===== src/rtl/core/dnle_pkg.sv =====
`timescale 1ns / 1ps
// ----------------------------------------------------------------------------
// dnle_pkg
// Shared types and constants for the DNS name label encoder.
// ----------------------------------------------------------------------------
package dnle_pkg;

    localparam int BYTE_W = 8;

    localparam logic [BYTE_W-1:0] DOT_CHAR  = 8'h2E;
    localparam logic [BYTE_W-1:0] ZERO_BYTE = 8'h00;

    typedef enum logic [1:0] {
        ST_COLLECT,
        ST_LEN,
        ST_DATA,
        ST_ZERO
    } state_t;

    typedef struct packed {
        logic              valid;
        logic [BYTE_W-1:0] data;
        logic              last;
        logic              trunc;
    } emit_t;

endpackage


===== src/rtl/core/dnle_ram.sv =====
`timescale 1ns / 1ps
// ----------------------------------------------------------------------------
// dnle_ram
// Generic single-write, single-read RAM with a registered read port.
// ----------------------------------------------------------------------------
module dnle_ram #(
    parameter int WIDTH  = 8,
    parameter int DEPTH  = 62,
    parameter int ADDR_W = (DEPTH > 1) ? $clog2(DEPTH) : 1
) (
    input  logic              clk,
    input  logic              wr_en,
    input  logic [ADDR_W-1:0] wr_addr,
    input  logic [WIDTH-1:0]  wr_data,
    input  logic              rd_en,
    input  logic [ADDR_W-1:0] rd_addr,
    output logic [WIDTH-1:0]  rd_data
);

    logic [WIDTH-1:0] mem [DEPTH];

    always_ff @(posedge clk)
    begin
        if (wr_en)
        begin
            mem[wr_addr] <= wr_data;
        end
    end

    always_ff @(posedge clk)
    begin
        if (rd_en)
        begin
            rd_data <= mem[rd_addr];
        end
    end

endmodule


===== src/rtl/core/dnle_ctrl.sv =====
`timescale 1ns / 1ps
// ----------------------------------------------------------------------------
// dnle_ctrl
// Label sequencer: buffers label characters into the store and replays a
// closed label as a length byte and its characters, ending a name with 0x00.
// ----------------------------------------------------------------------------
module dnle_ctrl
    import dnle_pkg::*;
#(
    parameter int LABEL_MAX = 62,
    parameter int CNT_W     = $clog2(LABEL_MAX + 1),
    parameter int ADDR_W    = (LABEL_MAX > 1) ? $clog2(LABEL_MAX) : 1
) (
    input  logic              clk,
    input  logic              rst_n,
    input  logic              in_valid,
    output logic              in_stall,
    input  logic [BYTE_W-1:0] name_byte,
    input  logic              name_end,
    input  logic              emit_ready,
    output emit_t             emit,
    output logic              wr_en,
    output logic [ADDR_W-1:0] wr_addr,
    output logic [BYTE_W-1:0] wr_data,
    output logic              rd_en,
    output logic [ADDR_W-1:0] rd_addr,
    input  logic [BYTE_W-1:0] rd_data
);

    localparam logic [CNT_W-1:0] MAX_CNT = CNT_W'(LABEL_MAX);

    state_t           state_reg, state_next;
    logic [CNT_W-1:0] length_reg, length_next;
    logic [CNT_W-1:0] idx_reg, idx_next;
    logic             ovf_reg, ovf_next;
    logic             end_reg, end_next;
    logic             accept;
    logic             last_byte;

    always_ff @(posedge clk or negedge rst_n)
    begin
        if (!rst_n)
        begin
            state_reg  <= ST_COLLECT;
            length_reg <= '0;
            idx_reg    <= '0;
            ovf_reg    <= 1'b0;
            end_reg    <= 1'b0;
        end
        else
        begin
            state_reg  <= state_next;
            length_reg <= length_next;
            idx_reg    <= idx_next;
            ovf_reg    <= ovf_next;
            end_reg    <= end_next;
        end
    end

    always_comb
    begin
        state_next  = state_reg;
        length_next = length_reg;
        idx_next    = idx_reg;
        ovf_next    = ovf_reg;
        end_next    = end_reg;
        in_stall    = (state_reg != ST_COLLECT);
        accept      = in_valid && !in_stall;
        last_byte   = (idx_reg == length_reg);
        emit        = '0;
        wr_en       = 1'b0;
        wr_addr     = length_reg[ADDR_W-1:0];
        wr_data     = name_byte;
        rd_en       = 1'b0;
        rd_addr     = idx_reg[ADDR_W-1:0];

        case (state_reg)
            ST_COLLECT:
            begin
                if (accept)
                begin
                    if (name_end)
                    begin
                        end_next   = 1'b1;
                        state_next = (length_reg != '0) ? ST_LEN : ST_ZERO;
                    end
                    else if (name_byte == DOT_CHAR)
                    begin
                        if (length_reg != '0)
                        begin
                            state_next = ST_LEN;
                        end
                        else
                        begin
                            ovf_next = 1'b0;
                        end
                    end
                    else if (length_reg < MAX_CNT)
                    begin
                        wr_en       = 1'b1;
                        length_next = CNT_W'(length_reg + 1'b1);
                    end
                    else
                    begin
                        ovf_next = 1'b1;
                    end
                end
            end
            ST_LEN:
            begin
                emit.valid = 1'b1;
                emit.data  = BYTE_W'(length_reg);
                emit.trunc = ovf_reg;
                if (emit_ready)
                begin
                    rd_en      = 1'b1;
                    rd_addr    = '0;
                    idx_next   = CNT_W'(1);
                    state_next = ST_DATA;
                end
            end
            ST_DATA:
            begin
                emit.valid = 1'b1;
                emit.data  = rd_data;
                emit.trunc = ovf_reg;
                emit.last  = last_byte && !end_reg;
                if (emit_ready)
                begin
                    if (last_byte)
                    begin
                        length_next = '0;
                        ovf_next    = 1'b0;
                        state_next  = end_reg ? ST_ZERO : ST_COLLECT;
                    end
                    else
                    begin
                        rd_en    = 1'b1;
                        idx_next = CNT_W'(idx_reg + 1'b1);
                    end
                end
            end
            ST_ZERO:
            begin
                emit.valid = 1'b1;
                emit.data  = ZERO_BYTE;
                emit.last  = 1'b1;
                if (emit_ready)
                begin
                    end_next    = 1'b0;
                    length_next = '0;
                    ovf_next    = 1'b0;
                    state_next  = ST_COLLECT;
                end
            end
            default:
            begin
                state_next = ST_COLLECT;
            end
        endcase
    end

    a_length_bound: assert property (@(posedge clk) disable iff (!rst_n)
        length_reg <= MAX_CNT)
        else $error("label length above maximum");

    a_len_nonempty: assert property (@(posedge clk) disable iff (!rst_n)
        (state_reg == ST_LEN || state_reg == ST_DATA) |-> length_reg != '0)
        else $error("empty label replayed");

    a_idx_range: assert property (@(posedge clk) disable iff (!rst_n)
        (state_reg == ST_DATA) |-> (idx_reg != '0 && idx_reg <= length_reg))
        else $error("replay index out of range");

    a_ovf_full: assert property (@(posedge clk) disable iff (!rst_n)
        ovf_reg |-> length_reg == MAX_CNT)
        else $error("truncation flag without full label");

    a_zero_clears: assert property (@(posedge clk) disable iff (!rst_n)
        (state_reg == ST_ZERO && emit_ready) |=>
            (state_reg == ST_COLLECT && length_reg == '0 && !end_reg))
        else $error("terminator did not clear state");

endmodule


===== src/rtl/core/dns_name_label_encoder.sv =====
`timescale 1ns / 1ps
// ----------------------------------------------------------------------------
// dns_name_label_encoder
// Converts a dotted domain name, one character per transaction, into DNS
// wire form (length-prefixed labels and a terminating zero byte).
// ----------------------------------------------------------------------------
// A plain character or a dot that closes an empty label is taken without
// stalling the input. A dot that closes a label of n characters is accepted,
// then the input stalls while the length byte and the n characters are sent,
// since the sequencer replays the label store through its single read port
// at one byte per cycle while the output is not stalled. The end marker adds
// the zero byte. Labels longer than LABEL_MAX are cut, with label_truncated
// set on the length byte and characters of that label. A result register
// sits on the output, so a stalled result does not stall the input while
// characters are being collected.
// ----------------------------------------------------------------------------
module dns_name_label_encoder
    import dnle_pkg::*;
#(
    parameter int LABEL_MAX = 62
) (
    input  logic              clk,
    input  logic              rst_n,
    input  logic              in_valid,
    output logic              in_stall,
    input  logic [BYTE_W-1:0] name_byte,
    input  logic              name_end,
    output logic              out_valid,
    input  logic              out_stall,
    output logic [BYTE_W-1:0] out_byte,
    output logic              last_of_run,
    output logic              label_truncated
);

    localparam int CNT_W  = $clog2(LABEL_MAX + 1);
    localparam int ADDR_W = (LABEL_MAX > 1) ? $clog2(LABEL_MAX) : 1;

    emit_t             emit;
    logic              emit_ready;
    logic              wr_en;
    logic [ADDR_W-1:0] wr_addr;
    logic [BYTE_W-1:0] wr_data;
    logic              rd_en;
    logic [ADDR_W-1:0] rd_addr;
    logic [BYTE_W-1:0] rd_data;

    logic              out_valid_reg, out_valid_next;
    logic [BYTE_W-1:0] out_byte_reg;
    logic              out_last_reg;
    logic              out_trunc_reg;

    dnle_ctrl #(
        .LABEL_MAX (LABEL_MAX),
        .CNT_W     (CNT_W),
        .ADDR_W    (ADDR_W)
    ) u_ctrl (
        .clk        (clk),
        .rst_n      (rst_n),
        .in_valid   (in_valid),
        .in_stall   (in_stall),
        .name_byte  (name_byte),
        .name_end   (name_end),
        .emit_ready (emit_ready),
        .emit       (emit),
        .wr_en      (wr_en),
        .wr_addr    (wr_addr),
        .wr_data    (wr_data),
        .rd_en      (rd_en),
        .rd_addr    (rd_addr),
        .rd_data    (rd_data)
    );

    dnle_ram #(
        .WIDTH  (BYTE_W),
        .DEPTH  (LABEL_MAX),
        .ADDR_W (ADDR_W)
    ) u_store (
        .clk     (clk),
        .wr_en   (wr_en),
        .wr_addr (wr_addr),
        .wr_data (wr_data),
        .rd_en   (rd_en),
        .rd_addr (rd_addr),
        .rd_data (rd_data)
    );

    assign emit_ready = !out_valid_reg || !out_stall;

    always_comb
    begin
        if (emit.valid && emit_ready)
        begin
            out_valid_next = 1'b1;
        end
        else
        begin
            out_valid_next = out_valid_reg && out_stall;
        end
    end

    always_ff @(posedge clk or negedge rst_n)
    begin
        if (!rst_n)
        begin
            out_valid_reg <= 1'b0;
        end
        else
        begin
            out_valid_reg <= out_valid_next;
        end
    end

    always_ff @(posedge clk)
    begin
        if (emit.valid && emit_ready)
        begin
            out_byte_reg  <= emit.data;
            out_last_reg  <= emit.last;
            out_trunc_reg <= emit.trunc;
        end
    end

    assign out_valid       = out_valid_reg;
    assign out_byte        = out_byte_reg;
    assign last_of_run     = out_last_reg;
    assign label_truncated = out_trunc_reg;

endmodule


===== config.mk =====
export PLATFORM = sky130hd
export DESIGN_NAME = dns_name_label_encoder
export DESIGN_NICKNAME = d
export VERILOG_FILES = /design/src/rtl/core/dnle_pkg.sv /design/src/rtl/core/dnle_ram.sv /design/src/rtl/core/dnle_ctrl.sv /design/src/rtl/core/dns_name_label_encoder.sv
export SDC_FILE = /design/constraint.sdc
export NUM_CORES = 1
export LEC_CHECK = 0
export BUFFER_PORTS_ARGS = -buffer_cell sky130_fd_sc_hd__buf_2
export CAP_MARGIN = 40
export CORE_ASPECT_RATIO = 0.7
export CORE_MARGIN = 2
export CORE_UTILIZATION = 57
export CTS_CLUSTER_SIZE = 25
export DETAILED_ROUTE_END_ITERATION = 16
export PLACE_DENSITY = 0.83
export SKIP_CTS_REPAIR_TIMING = 1
export SYNTH_ARGS = -nofsm -noshare
export SYNTH_HDL_FRONTEND = slang
export SYNTH_SLANG_ARGS = --single-unit

===== constraint.sdc =====
create_clock -name clk -period 2.2 [get_ports clk]
set_clock_uncertainty 0.1 [all_clocks]
set_input_delay 0 -clock clk [delete_from_list [all_inputs] [get_ports clk]]
set_output_delay 0 -clock clk [all_outputs]
set_load 0.02 [all_outputs]

* Yosys cells after proc, flatten, opt, wreduce, memory -nomap -nowiden
Memories as Yosys holds them, arrays and structs flattened. A register that Yosys moved wholly into a read port is not among the register bits.
Index checks and enable logic that the tools add are counted.
** Storage, ports and cells
- Register bits after elaboration :: 27
- Bits in writable memories :: 496
- Word-level logic and storage cells :: 104
- Memories kept :: 1
** Memories
- u_store.mem :: depth 62, bits a word 8, read ports 1, clocked after Yosys merged registers in 1, write ports 1, RTL line dnle_ram.sv:20 : logic [WIDTH-1:0] mem [DEPTH];
** Operators by class
- Add/sub/neg operators :: 2
- Order comparisons :: 1
- Equality and inequality tests :: 19
- Muxes and demuxes :: 51
- Reduce and logical (&&, ||, !) cells :: 21
** Operator list (number)
- two-way mux 6 bit :: 12
- case mux 9 bit (3 select lines) :: 1
- two-way mux 1 bit :: 21
- two-way mux 2 bit :: 10
- case mux 6 bit (3 select lines) :: 1
- AND reduction 8 bit :: 2
- inequality test 2 bit, second input constant :: 7
- adder 6 x 1 -> 6 bit, second input constant :: 2
- case mux 6 bit (2 select lines) :: 1
- inequality test 3 x 2 -> 1 bit, second input constant :: 3
- equality test 8 x 6 -> 1 bit, second input constant :: 1
- case mux 2 bit (4 select lines) :: 1
- AND reduction 4 bit :: 2
- AND reduction 7 bit :: 1
- equality test 6 bit :: 1
- less-than comparator 6 bit, second input constant :: 1
- inequality test 2 x 1 -> 1 bit, second input constant :: 3
- case mux 1 bit (2 select lines) :: 3
- nonzero test 2 bit :: 3
- nonzero test 6 bit :: 1
- equality test 2 bit, second input constant :: 2
- logical AND 1 bit :: 4
- logical NOT 1 bit :: 4
- inequality test 3 bit, second input constant :: 1
- other kinds (6) :: 6

* Logic depth before layout (Yosys ltp)
- Depth in word-level cells :: 8
- Depth in mapped cells :: 11
- Mapped depth without buffers :: 8

* Hierarchy
Synthesis repeated with hierarchy kept, for this count alone.
** Second synthesis, totals
- Cell total of the unflattened synthesis :: 1122
- Area, all modules :: 21424.3 sq um
** By module, submodules not included
- dnle_ram :: instances 1, cells an instance 935, area each 19636.3 sq um, sequential area each 15134.5 sq um
- dnle_ctrl :: instances 1, cells an instance 173, area each 1440.1 sq um, sequential area each 400.4 sq um
- dns_name_label_encoder :: instances 1, cells an instance 14, area each 347.8 sq um, sequential area each 325.3 sq um

* Least setup slack after synthesis
OpenSTA, ideal clock, no wires.
- Path kind :: reg2reg
- Start :: reg u_ctrl.state_reg[0]
- End :: mem u_store.mem[36][0] (enable)
- Arrival time :: 2.108 ns
- Data required time :: 1.730 ns
- Setup slack :: -0.379 ns
- Cell stages (with the launch flop) :: 8
- Path buffers :: 0
- Cell sequence :: dfrtp_1 -> inv_1 -> ha_1 -> inv_1 -> or2_2 -> nor3_1 -> nand2_1 -> nor2_1
** On the way
- Cells in the longest elaborated chain, start to end :: 7
- Elaborated cells on any way between the ends :: 8
- Classes of those cells :: mux (4); reduce/logical (4)
** RTL lines
- start, declared :: RTL line dnle_ctrl.sv:32 : state_t state_reg, state_next;
- start signal, assigned :: RTL line dnle_ctrl.sv:52 : state_reg <= state_next;
- nonzero test 2 bit :: RTL line dnle_ctrl.sv:67 : in_stall = (state_reg != ST_COLLECT);
- named net in_stall :: RTL line dns_name_label_encoder.sv:25 : output logic in_stall,
- logical NOT 1 bit :: RTL line dnle_ctrl.sv:68 : accept = in_valid && !in_stall;
- logical AND 1 bit :: RTL line dnle_ctrl.sv:68
- two-way mux 1 bit :: RTL line dnle_ctrl.sv:80 : if (accept)
- two-way mux 1 bit :: RTL line dnle_ctrl.sv:77 : case (state_reg)
- two-way mux 1 bit :: RTL line dnle_ram.sv:24 : if (wr_en)
- two-way mux 1 bit (not written as such) :: RTL line dnle_ram.sv:26 : mem[wr_addr] <= wr_data;
- end, declared :: RTL line dnle_ram.sv:20
The timed path passes the listed nets, and every way through them passes these cells.

* Worst setup path in the final report
- Start :: reg u_ctrl.state_reg[1]
- End :: reg u_store.rd_data[5], read port of u_store.mem, data pin
** On the way
- Cells in the longest elaborated chain, start to end :: 2
- Elaborated cells on any way between the ends :: 4
- Classes of those cells :: eq/ne (2); mux (2)
** RTL lines
- equality test 2 bit or equality test 2 x 1 -> 1 bit (tied branches) :: RTL line dnle_ctrl.sv:77
- case mux 1 bit (2 select lines) or two-way mux 6 bit (tied branches) :: RTL line dnle_ctrl.sv:77
- end, declared :: RTL line dnle_ram.sv:17 : output logic [WIDTH-1:0] rd_data
Several ways; a longest one is shown, not always the timed one.
A chain may end at the register's enable or synchronous reset.

==> flow_metrics.tcl <==
set metrics [dict create \
    outcome "finished with violations" \
    violations "setup timing" \
    totalWireLength_um 69400 \
    cts_root_buffer "clkbuf_16" \
    pwr_density_cell_nw_per_um2 1160 \
    power_mw 32.1 \
    critPathLaunch "u_ctrl.state_reg[1]" \
    ant_nets 0 \
    grt_pass1_wl_um 91900 \
    gp_congestion 1.01 \
    netlist_instances 1457 \
    cp-start-kind "flip-flop" \
    cp.depth 10 \
    largest_register_ffs 496 \
    async_reset_ff_share_pct 3.20 \
    yosysMostFrequentCell "edfxtp_1" \
    io_buffers 24 \
    rr_worst_depth 10 \
    io-pin-count 25 \
    r2r-start "u_ctrl.state_reg[1]" \
    path_cells "inv_2, ha_4, a21bo_4, buf_12, nand2_1, buf_12, o311a_1, o221ai_1, a32o_2, nor4_2" \
    die_x_um 240 \
    synth_edf_count 514 \
    utilization_pct 71.9 \
    place_area_um2 24800 \
    end_kind "flip-flop" \
    drt_iter0_markers 3038 \
    drive_above_1_share_pct 32.5 \
    cts_sinks 531 \
    yosysWarningCount 0 \
    irDropWorstVdd_v 0.000677 \
    cpMostUsedCell "buf_12" \
    grtUsageTotal_pct 31.1 \
    slowest_stage "dfrtp_1" \
    cts_tree "built" \
    whs_ps 54.0 \
    synth.top_cell.area_share_pct 69.7 \
    clkLatencyLatePin_ps 580 \
    clock.fmax_mhz 369 \
    finalHoldViolations 0 \
    via_count 15689 \
    cpLargestDelayFamily "compound AO/OA/AOI/OAI gates" \
    p_leak_nw 9.36 \
    max_stage_delay_ps 400 \
    setup_slack_ps -510 \
    drc 0 \
    crit_end "u_store.rd_data[5]" \
    numCtsBuffers 46 \
    grt_max_degree 63 \
    postLayoutCellArea_um2 27600 \
    worstReg2RegEnd "u_store.rd_data[5]" \
    synthTopCellsByArea "edfxtp_1 (70%), mux2i_1 (4.7%), nor2_1 (2.3%)" \
    synth_cell_types 72 \
    maxSlewViolCount 0 \
    min_path_type "in2reg" \
    ys.flop_type "edfxtp_1" \
    path_clk_slew_ps 70 \
    synth_commonest_cells "edfxtp_1 (514), nor2_1 (136), mux2i_1 (103)" \
    die_y_um 169 \
    synth-seq-cells 531 \
    rrSetupSlack_ps -510 \
    cp.required_ps 2460 \
    path_class "reg2reg" \
    grt_pass1_vias 14341 \
    dp_hpwl_um 40100 \
    core.rowCount 60 \
    seq_area_frac_synth_pct 71.6 \
    min_period_over_period_pct 123 \
    critPathMaxFanout 16 \
    htreeDepth 2 \
    critPathBufInv 3 \
    syn_to_final_growth_pct 24.5 \
    synth_top_area_cell "edfxtp_1" \
    rsz0062_at_grt "true" \
    coreArea_um2 38400 \
    syn_area_per_cell_um2 15.2 \
    nets 1715 \
    finalNonFillerCells 2258 \
    cap_violations 0 \
    numPlacedInstances 2135 \
    worst_slew_pin_slew_ps 1010 \
    pre_cts_ws_ps -460 \
    wl_per_cell_um 30.7 \
    vias_per_cell 6.95 \
    setup_viol 526 \
    antenna_found_initial 0 \
    slew_headroom_pct 32.2 \
    syn_area_um2 22200 \
    dr.pass1.iters 6 \
    worstPathArrival_ps 2970 \
    fin_setup_tns_ps -105120 \
    grt_overflow 0 \
    initial_utilization_pct 57.8 \
    clockBufferDepth 3 \
    dieArea_um2 40500 \
    fin_crit_ps 2710 \
    syn-num-nets 1477 \
]
==> cell usage in the layout (no fill, tap or decap), types with 9 or more instances in the layout <==
cell / synthesis / routed
clkbuf_16: 0 / 50
mux4_2: 11 / 11
and3_1: 11 / 11
a21oi_1: 74 / 70
nand3_1: 36 / 33
nand2_1: 86 / 74
nor2_1: 136 / 72
buf_2: 30 / 24
dfrtp_1: 17 / 14
a22oi_1: 14 / 10
o2bb2ai_1: 9 / 9
o221ai_1: 13 / 11
nor3_1: 19 / 15
edfxtp_1: 514 / 514
nor2_4: 2 / 68
mux2i_1: 103 / 103
o21ai_2: 2 / 10
o22ai_1: 35 / 33
o21ai_1: 2 / 18
mux2_2: 31 / 31
clkinv_2: 0 / 11
buf_4: 21 / 179
o21ai_0: 64 / 38
buf_6: 18 / 24
buf_12: 1 / 44
inv_1: 17 / 12
a31oi_1: 15 / 11
==> per-layer routing <==
metal / vias up / share of wire [%] / global-route usage, %
met5: - / 0.15 / 0
met4: 2 / 3.7 / 8.75
met3: 268 / 16 / 8.51
met2: 1531 / 44 / 44.7
met1: 7707 / 37 / 46.8
li1: 6181 / - / -
==> how the worst min path moves through the flow <==
stage,startpoint,to,slack [ps],depth (start not counted)
after floorplan,rst_n,out_valid,-400,0
after global placement,rst_n,u_ctrl.idx_reg[0],-120,1
after detailed placement,rst_n,u_ctrl.wr_addr[0],-130,1
after CTS,rst_n,u_ctrl.idx_reg[3],-710,1
after global routing,name_byte[7],u_ctrl.ovf_reg,50,6
final,name_byte[7],u_ctrl.ovf_reg,50,6
==> final cells by class <==
cell class | instances | area (um2)
Multi-Input combinational cell | 812 | 6680
Inverter | 18 | 72.6
Timing Repair Buffer | 286 | 2850
Clock inverter | 28 | 254
Sequential cell | 531 | 15900
Tap cell | 527 | 659
Clock buffer | 55 | 1190
Fill cell | 2079 | 10800
Antenna cell | 1 | 2.50
==> kinds of logic after synthesis <==
family / Yosys count / synth area share (%)
buffers and inverters: 114 / 3.19
flip-flops: 531 / 71.6
adder cells (fa/ha/maj): 7 / 0.395
AND/OR/NAND/NOR: 338 / 7.05
multiplexers: 153 / 8.23
XOR/XNOR: 10 / 0.480
AO/OA/AOI/OAI: 304 / 9.08
==> power by group <==
part           internal (mW)  switching [mW]
sequential              11.5           0.319
clock                   4.37            3.76
combinational           4.84            7.31
total                   20.7            11.4
==> tightest hold or removal path, delay by kind of cell <==
family	cells	cell delay (ps)
buffers and inverters	2	240
muxes	1	150
and+or+nand+nor	3	310
(Power assumes the default switching activity.)
